[config.mk]
export PLATFORM = sky130hd
export DESIGN_NAME = udp_datagram_checksum_check
export DESIGN_NICKNAME = d
export VERILOG_FILES = /design/src/hw/rtl/udc_pkg.sv /design/src/hw/rtl/udc_accum.sv /design/src/hw/rtl/udc_out_reg.sv /design/src/hw/rtl/udp_datagram_checksum_check.sv
export SDC_FILE = /design/constraint.sdc
export NUM_CORES = 1
export LEC_CHECK = 0
export ABC_CLOCK_PERIOD_IN_PS = 10720
export BUFFER_PORTS_ARGS = -buffer_cell sky130_fd_sc_hd__buf_4
export CAP_MARGIN = 20
export CORE_UTILIZATION = 54
export DETAILED_ROUTE_END_ITERATION = 8
export PLACE_DENSITY = 0.85
export SLEW_MARGIN = 30
export SYNTH_ARGS = -nofsm -noshare
export SYNTH_HDL_FRONTEND = slang
export SYNTH_SLANG_ARGS = --single-unit
[constraint.sdc]
create_clock -name clk -period 10.72 [get_ports clk]
set_input_delay 2.144 -clock clk [delete_from_list [all_inputs] [get_ports clk]]
set_output_delay 2.144 -clock clk [all_outputs]
set_load 0.005 [all_outputs]
[src/hw/rtl/udc_pkg.sv]
// ----------------------------------------------------------------------------
// udc_pkg
// shared types and constants for the udp datagram checksum checker
// ----------------------------------------------------------------------------
package udc_pkg;

    localparam logic [15:0] PROTO_UDP  = 16'd17;
    localparam logic [16:0] HDR_BYTES  = 17'd8;
    localparam logic [16:0] COUNT_MAX  = 17'h1FFFF;
    localparam logic [15:0] LEN_MAX    = 16'hFFFF;
    localparam logic [2:0]  IDX_FIRST  = 3'd0;
    localparam logic [2:0]  IDX_LENGTH = 3'd2;
    localparam logic [2:0]  IDX_MAX    = 3'd7;

    localparam logic [1:0] STATUS_OK        = 2'd0;
    localparam logic [1:0] STATUS_SHORT     = 2'd1;
    localparam logic [1:0] STATUS_LEN_ERR   = 2'd2;
    localparam logic [1:0] STATUS_CSUM_BAD  = 2'd3;

    typedef struct packed {
        logic [15:0] data_word;
        logic        is_last;
        logic        last_single_byte;
        logic [31:0] src_addr;
        logic [31:0] dst_addr;
    } in_word_t;

    typedef struct packed {
        logic [15:0] checksum;
        logic [1:0]  status;
        logic [15:0] datagram_length;
    } out_word_t;

endpackage

[src/hw/rtl/udc_accum.sv]
// ----------------------------------------------------------------------------
// udc_accum
// running ones' complement sum, byte count and length capture per datagram
// ----------------------------------------------------------------------------
module udc_accum
(
    input  logic                clk,
    input  logic                rst_n,
    input  logic                step,
    input  udc_pkg::in_word_t   word,
    output udc_pkg::out_word_t  result
);

    logic [15:0] sum_reg;
    logic [15:0] sum_next;
    logic [16:0] count_reg;
    logic [16:0] count_next;
    logic [15:0] hdr_len_reg;
    logic [15:0] hdr_len_next;
    logic [2:0]  idx_reg;
    logic [2:0]  idx_next;

    logic        single;
    logic        first;
    logic [15:0] word_m;
    logic [17:0] count_sum;
    logic [15:0] len16;
    logic [18:0] pseudo;
    logic [18:0] total;
    logic [16:0] fold1;
    logic [15:0] fold2;
    logic [15:0] csum;
    logic [15:0] hdr_eff;
    logic [1:0]  status;

    always_comb
    begin
        single = word.is_last & word.last_single_byte;
        first  = (idx_reg == udc_pkg::IDX_FIRST);
        word_m = single ? {word.data_word[15:8], 8'h00} : word.data_word;

        count_sum  = {1'b0, count_reg} + (single ? 18'd1 : 18'd2);
        count_next = count_sum[17] ? udc_pkg::COUNT_MAX : count_sum[16:0];
        len16      = count_next[16] ? udc_pkg::LEN_MAX : count_next[15:0];

        // pseudo-header on the first word
        pseudo = first ? ({3'b000, word.src_addr[31:16]} + {3'b000, word.src_addr[15:0]}
                        + {3'b000, word.dst_addr[31:16]} + {3'b000, word.dst_addr[15:0]}
                        + {3'b000, udc_pkg::PROTO_UDP}) : 19'd0;

        total = {3'b000, sum_reg} + pseudo + {3'b000, word_m}
              + (word.is_last ? {3'b000, len16} : 19'd0);
        fold1 = {1'b0, total[15:0]} + {14'd0, total[18:16]};
        fold2 = fold1[15:0] + {15'd0, fold1[16]};
        csum  = ~fold2;

        hdr_eff = (idx_reg == udc_pkg::IDX_LENGTH) ? word_m : hdr_len_reg;

        if (count_next < udc_pkg::HDR_BYTES)
            status = udc_pkg::STATUS_SHORT;
        else if (count_next[16] || (count_next[15:0] != hdr_eff))
            status = udc_pkg::STATUS_LEN_ERR;
        else if (csum != 16'd0)
            status = udc_pkg::STATUS_CSUM_BAD;
        else
            status = udc_pkg::STATUS_OK;

        result.checksum        = csum;
        result.status          = status;
        result.datagram_length = len16;

        idx_next = (idx_reg == udc_pkg::IDX_MAX) ? udc_pkg::IDX_MAX : idx_reg + 3'd1;
        sum_next = fold2;
        hdr_len_next = hdr_eff;
    end

    always_ff @(posedge clk or negedge rst_n)
    begin
        if (!rst_n)
        begin
            sum_reg     <= 16'd0;
            count_reg   <= 17'd0;
            hdr_len_reg <= 16'd0;
            idx_reg     <= udc_pkg::IDX_FIRST;
        end
        else if (step)
        begin
            if (word.is_last)
            begin
                sum_reg     <= 16'd0;
                count_reg   <= 17'd0;
                hdr_len_reg <= 16'd0;
                idx_reg     <= udc_pkg::IDX_FIRST;
            end
            else
            begin
                sum_reg     <= sum_next;
                count_reg   <= count_next;
                hdr_len_reg <= hdr_len_next;
                idx_reg     <= idx_next;
            end
        end
    end

endmodule

[src/hw/rtl/udc_out_reg.sv]
// ----------------------------------------------------------------------------
// udc_out_reg
// result register holding one word until the receiver takes it
// ----------------------------------------------------------------------------
module udc_out_reg
(
    input  logic                clk,
    input  logic                rst_n,
    input  logic                load,
    input  udc_pkg::out_word_t  d,
    output logic                busy,
    output logic                result_valid,
    input  logic                result_ready,
    output udc_pkg::out_word_t  result
);

    logic               vld_reg;
    logic               vld_next;
    udc_pkg::out_word_t data_reg;

    always_comb
    begin
        if (load)
            vld_next = 1'b1;
        else if (result_ready)
            vld_next = 1'b0;
        else
            vld_next = vld_reg;
    end

    always_ff @(posedge clk or negedge rst_n)
    begin
        if (!rst_n)
            vld_reg <= 1'b0;
        else
            vld_reg <= vld_next;
    end

    always_ff @(posedge clk)
    begin
        if (load)
            data_reg <= d;
    end

    assign busy         = vld_reg & ~result_ready;
    assign result_valid = vld_reg;
    assign result       = data_reg;

endmodule

[src/hw/rtl/udp_datagram_checksum_check.sv]
// ----------------------------------------------------------------------------
// udp_datagram_checksum_check
// udp checksum and length check over a datagram streamed as 16-bit words
// ----------------------------------------------------------------------------
// item channel: one datagram word per handshake, header first, big-endian,
// is_last on the final word, last_single_byte for an odd trailing byte;
// source and destination addresses are taken with the first word
// result channel: one word per datagram, carrying the complemented sum,
// a status code and the counted length
// path: a taken word is held in the input register, then folded into the
// accumulator registers; a last word instead loads the result register
// throughput: one word per cycle while no last word is stalled, set by the
// combinational sum and count update between the input and result registers
// stall: a last word waits in the input register while a result is held
// and not taken; other words keep flowing
// reset: all sums and counts clear, both registers empty, next word is
// the first of a datagram
// ----------------------------------------------------------------------------
module udp_datagram_checksum_check
(
    input  logic                clk,
    input  logic                rst_n,
    input  logic                item_valid,
    output logic                item_ready,
    input  udc_pkg::in_word_t   item,
    output logic                result_valid,
    input  logic                result_ready,
    output udc_pkg::out_word_t  result
);

    logic               in_vld_reg;
    logic               in_vld_next;
    udc_pkg::in_word_t  in_data_reg;
    logic               out_busy;
    logic               advance;
    udc_pkg::out_word_t acc_result;

    assign advance     = in_vld_reg & (~in_data_reg.is_last | ~out_busy);
    assign item_ready  = ~in_vld_reg | advance;
    assign in_vld_next = item_ready ? item_valid : in_vld_reg;

    always_ff @(posedge clk or negedge rst_n)
    begin
        if (!rst_n)
            in_vld_reg <= 1'b0;
        else
            in_vld_reg <= in_vld_next;
    end

    always_ff @(posedge clk)
    begin
        if (item_valid && item_ready)
            in_data_reg <= item;
    end

    udc_accum u_accum
    (
        .clk    (clk),
        .rst_n  (rst_n),
        .step   (advance),
        .word   (in_data_reg),
        .result (acc_result)
    );

    udc_out_reg u_out_reg
    (
        .clk          (clk),
        .rst_n        (rst_n),
        .load         (advance & in_data_reg.is_last),
        .d            (acc_result),
        .busy         (out_busy),
        .result_valid (result_valid),
        .result_ready (result_ready),
        .result       (result)
    );

endmodule
**Word level (Yosys, flattened, before mapping)**

Index checks and enable logic that the tools add are counted.

- Multiplexer cells: 16
- Reduce and logical (&&, ||, !) cells: 5
- Shift operators: 0
- $add $sub $neg: 11
- Multipliers: 0
- Bitwise logic cells: 11
- Order comparisons: 1
- Eq/ne operators: 3
- Divide/modulo/power cells: 0

Operators with widths:

| kind | count |
|---|---|
| 2-to-1 mux 16 bit | 5 |
| adder 19 x 16 -> 19 bit | 3 |
| 2-to-1 mux 17 bit | 2 |
| adder 16 x 19 -> 19 bit | 1 |
| adder 19 bit | 1 |
| adder 19 x 5 -> 19 bit, second input constant | 1 |
| 2-to-1 mux 19 bit | 1 |
| adder 17 x 18 -> 18 bit | 1 |
| adder 16 x 16 -> 17 bit | 1 |
| adder 16 x 3 -> 17 bit | 1 |
| less-than comparator 17 x 4 -> 1 bit, second input constant | 1 |
| adder 16 x 1 -> 16 bit | 1 |
| inequality test 16 bit | 1 |
| inverter 16 bit | 1 |
| nonzero test 16 bit | 1 |
| 2-to-1 mux 8 bit | 1 |
| 2-to-1 mux 2 bit | 3 |
| 2-to-1 mux 3 bit | 2 |
| bitwise AND 1 bit | 4 |
| inverter 1 bit | 4 |
| adder 3 x 1 -> 3 bit, second input constant | 1 |
| == test 3 x 2 -> 1 bit, second input constant | 1 |
| == test 3 bit, second input constant | 1 |
| zero test 3 bit | 1 |
| 5 further kinds | 7 |

- Latch bits: 0
- Memory bits (read-only): 0
- Input port bits: 86
- Register bits after elaboration: 170
- Memories kept: 0
- Logic and storage cells: 61
- Bits in writable memories: 0

**Logic depth before layout (Yosys ltp)**

- Depth after elaboration: 14
- Mapped depth: 55

**Modules after synthesis**

From an unflattened synthesis, not the netlist that was laid out.

- Cells, all modules: 1,057
- Area total of the unflattened synthesis: 11,405.9 sq um

Modules (own cells, without submodules):

| module | times used | cells each | area an instance (sq um) |
|---|---|---|---|
| udc_accum | 1 | 931 | 7,815.0 |
| udp_datagram_checksum_check | 1 | 89 | 2,524.9 |
| udc_out_reg | 1 | 37 | 1,066.0 |

**Least setup slack after synthesis**

OpenSTA, ideal clock, no wires.

- Path type: flip-flop to flip-flop
- Start: reg in_data_reg[33] (netlist name)
- End: reg u_out_reg.data_reg (netlist bit u_out_reg.result[17]), data pin
- Setup time: 0.269 ns
- Clock period less this slack: 10.930 ns
- Slack: -0.210 ns
- Arrival: 10.661 ns
- Cell stages (with the launch flop): 50
- Buffers on the path: 1
- Required time: 10.451 ns
- Path through: edfxtp_1 > ha_1 > a21o_1 > a21oi_1 > o21ai_0 > a21oi_1 > o21ai_0 > a21oi_1 > o21ai_0 > o41ai_1 > xnor2_1 > fa_1 > ha_1 > ha_1 > or2_2 > o31a_1 > nand2_1 > xnor2_1 > [14 not listed] > nor2b_1 > o221ai_1 > or4_1 > clkbuf_1 > nor3_1 > and4b_1 > ha_1 > nand2b_1 > a2111oi_0 > maj3_1 > nand2_1 > xor2_1 > or4_1 > nor4b_1 > nor4b_1 > nand3b_1 > nor4_2 > a21boi_0

RTL lines:

| element | RTL line | source |
|---|---|---|
| from (decl) | udp_datagram_checksum_check.sv:33 | `udc_pkg::in_word_t in_data_reg;` |
| from (signal assigned) | udp_datagram_checksum_check.sv:53 | `in_data_reg <= item;` |
| to (signal assigned) | udc_out_reg.sv:42 | `data_reg <= d;` |
| to (decl) | udc_out_reg.sv:19 | `udc_pkg::out_word_t data_reg;` |

==> impl_metrics.ini <==
[timing]
maxSlewViolCount = 0
worst_slew_margin_rel_pct = 40.66
setup_viol = 2
fmax_ghz = 0.08904
finalSetupTns_ns = -1.005
final_min_period_over_clock_period_pct = 104.8
worst-slew-pin-transition_ns = 0.8880
finalWorstSetupSlack_ns = -0.5112
hold_fails_final_rpt = 0
fin_crit_ns = 11.23
fin_worst_skew_ns = 0.01131
setup_repair_after_global_routing_missed_its_margin = yes

[floorplanning]
floorplan.initialDensity_pct = 55.60
die_height_um = 146.8
floorplan.die_area_um2 = 21550
die_width_um = 146.8
fp.coreArea_um2 = 20360
ios = 122
count_of_standard_cell_rows = 52

[clocking]
root_buffer = clkbuf_16
cts.reportedPaths.clkPinSlew_ns = 0.07
ctsLongestPathBuffers = 2
tritoncts = built
cts.htree.levels = 4
numClockSinks = 170
cts_hold_buffers = 0
clock_insertion_delay_worst_skew_ns = 0.45
cts-buffers-inserted = 17

[logic_synthesis]
syn-num-nets = 1312
post_synthesis_area_per_instance_um2 = 10.33
synth-edff-count = 116
synthesized_netlist_cell_count = 1096
yosys.cell_types.count = 74
synth_most_common_cell = inv_1
mappedNetlistArea_um2 = 11320
leading_cell_types_by_total_area_after_synthesis = edfxtp_1 (31%), dfrtp_1 (12%), fa_1 (9.0%)
synth-seq-area-share_pct = 42.70
yosys_warnings = 0
synth_seq_cells = 170
yosys.area.top_type = edfxtp_1
netlist_top_cells_count = inv_1 (117), edfxtp_1 (116), nand2_1 (111)
synth-main-ff-cell = edfxtp_1
synthDominantCellAreaShare_pct = 30.76
async_flop_share_pct = 31.76

[final_layout]
layout.filler_cells = 1309
largest_reg_flops = 82
final_layout_size_suffix_gt1_share_pct = 29.59
layout.nets = 1555
antenna_diode_instance_count = 0
areaGrowthSynthToFinish_pct = 30.07
design_area_um2 = 14730
final_util_pct = 72.32

[drt]
metal_1_wl_um = 11960
drt_first_pass_iters = 6
topRoutingLayerUsed = met4
total_met3_wirelength_after_detailed_routing_um = 2622
routed_via_density = 6.004
route.met2.wl_um = 16470
antenna_violating_nets_post_route = 0
route.vias.total = 9738
detail_route.wl_per_cell_um = 20.20
dr.first_iter.drc_count = 1004
drt_wl_total_um = 32760
post-route-drc-count = 0

[placed_design]
placedInstanceArea_um2 = 13290
gp_routability_congestion = 0.8952
io_buffer_count = 121
place.detailed.hpwl_um = 21730

[setup_path]
r2r_end = u_out_reg.result[17]
most_common_cell_type_on_the_critical_path = a21o_1
end_kind = flip-flop
timing_worst_setup_path_type = flip-flop to flip-flop
worstPathArrival_ns = 11.39
endpoint = u_out_reg.result[17]
sort_of_element_at_the_start_of_the_critical_path = flip-flop
critPathMaxStageDelay_ns = 0.59
regToRegSetupSlack_ns = -0.51
reg2reg_from = in_data_reg[32]
timing.reg2reg.worst_path_depth = 53
crit_start = in_data_reg[32]
path_max_fanout = 4
timing.critical_path.slowest_stage_cell = fa_1
worst-endpoint-required_ns = 10.88

[grt]
remaining_global_route_overflow = 0
gr-usage-all-layers_pct = 29.72
grt_start_max_net_pins = 55
via_count_of_the_first_global_routing_pass = 9770
wire_length_of_the_first_global_routing_pass_um = 49090
antenna_found_initial = 0

[outcome]
violations_in_the_final_reports = negative setup slack
status = finished with violations

[job]
cap_violations = 0

[hold_path]
whs_path_depth = 2
hold_class = flip-flop to flip-flop
==> worst min-delay path by stage <==
stage	startpoint	end	slack, ns
floorplan	u_accum.hdr_len_reg[6]	u_accum.hdr_len_reg[6]	0.45
global placement	u_accum.hdr_len_reg[7]	u_accum.hdr_len_reg[7]	0.46
detailed placement	u_accum.hdr_len_reg[7]	u_accum.hdr_len_reg[7]	0.48
CTS	u_accum.hdr_len_reg[7]	u_accum.hdr_len_reg[7]	0.49
global route	u_accum.hdr_len_reg[7]	u_accum.hdr_len_reg[7]	0.52
finish	u_accum.hdr_len_reg[7]	u_accum.hdr_len_reg[7]	0.49
==> critical path, delay by kind of cell, from the launching register on <==
family	cells	cell delay, ns
compound gates	15	2.23
flops	1	0.33
simple gates	17	3.30
fa+ha+maj	11	3.78
xor+xnor	4	0.79
buf+inv	6	0.49
==> final cells by class <==
class	instances	area (um^2)	share of cell area, %
clock buffer	18	429.2	2.914
clock inverter	14	158.9	1.079
inverter	117	439.2	2.982
multi-input combinational	774	6531	44.35
sequential	170	4835	32.83
tap	270	337.8	2.294
timing repair buffer	259	1997	13.56
==> cell usage in the layout (no fill, tap or decap), types with 6 or more instances in the layout <==
| cell | n |
|---|---|
| a31oi_1 | 10 |
| nor2b_1 | 7 |
| ha_1 | 55 |
| inv_1 | 112 |
| and2_1 | 9 |
| inv_6 | 6 |
| o22ai_1 | 12 |
| ha_4 | 21 |
| o21ai_0 | 52 |
| xor2_1 | 24 |
| dfrtp_1 | 54 |
| xnor2_1 | 38 |
| a22oi_1 | 9 |
| nor4_1 | 8 |
| o21a_1 | 8 |
| nand4_1 | 9 |
| a21o_1 | 18 |
| o211ai_1 | 6 |
| edfxtp_1 | 116 |
| and3_1 | 11 |
| nand2b_1 | 10 |
| nor2_1 | 66 |
| nor3_1 | 14 |
| a21oi_2 | 10 |
| mux2i_1 | 7 |
| o21ai_2 | 10 |
| clkbuf_16 | 17 |
| nand2_1 | 106 |
| fa_1 | 49 |
| o21bai_1 | 6 |
| a21oi_1 | 36 |
| or3_1 | 8 |
| nand3_1 | 29 |
| buf_4 | 254 |
==> per-stage QoR <==
| step | hold slack (ns) | std cells | worst slack [ns] |
|---|---|---|---|
| 6_report | 0.4895 | 1622 | -0.5112 |
| 3_5_place_dp | 0.4785 | 1557 | -0.9067 |
| 4_1_cts | 0.4915 | 1622 | -0.4116 |
| 5_1_grt | 0.5249 | 1622 | -0.8752 |
| 3_3_place_gp | 0.4622 | 1554 | -0.3957 |
| 2_1_floorplan | 0.4496 | 1096 | 0.005375 |
==> routing by layer <==
metal / vias to the layer above / global-route usage, %
met5: - / 0
met4: 0 / 15.36
li1: 4348 / -
met1: 4711 / 35.84
met3: 122 / 5.528
met2: 557 / 50.83
==> kinds of logic after synthesis <==
logic type / synth area share, %
xor gates and xnor gates: 5.613
DFF: 42.70
and+or+nand+nor: 14.36
muxes: 0.6188
adders and majority gates: 17.83
buffers and inverters: 5.204
AOI/OAI and AO/OA: 13.67
==> repair_timing <==
action,4_1_cts,5_1_grt
pin swaps,75,80
buffers inserted,33,10
gates resized for setup,60,53
setup endpoints to repair,2,18
Power is left out: the tool's default activity adds up to more than one toggle a clock period on the data nets, which glitch-free logic cannot reach.
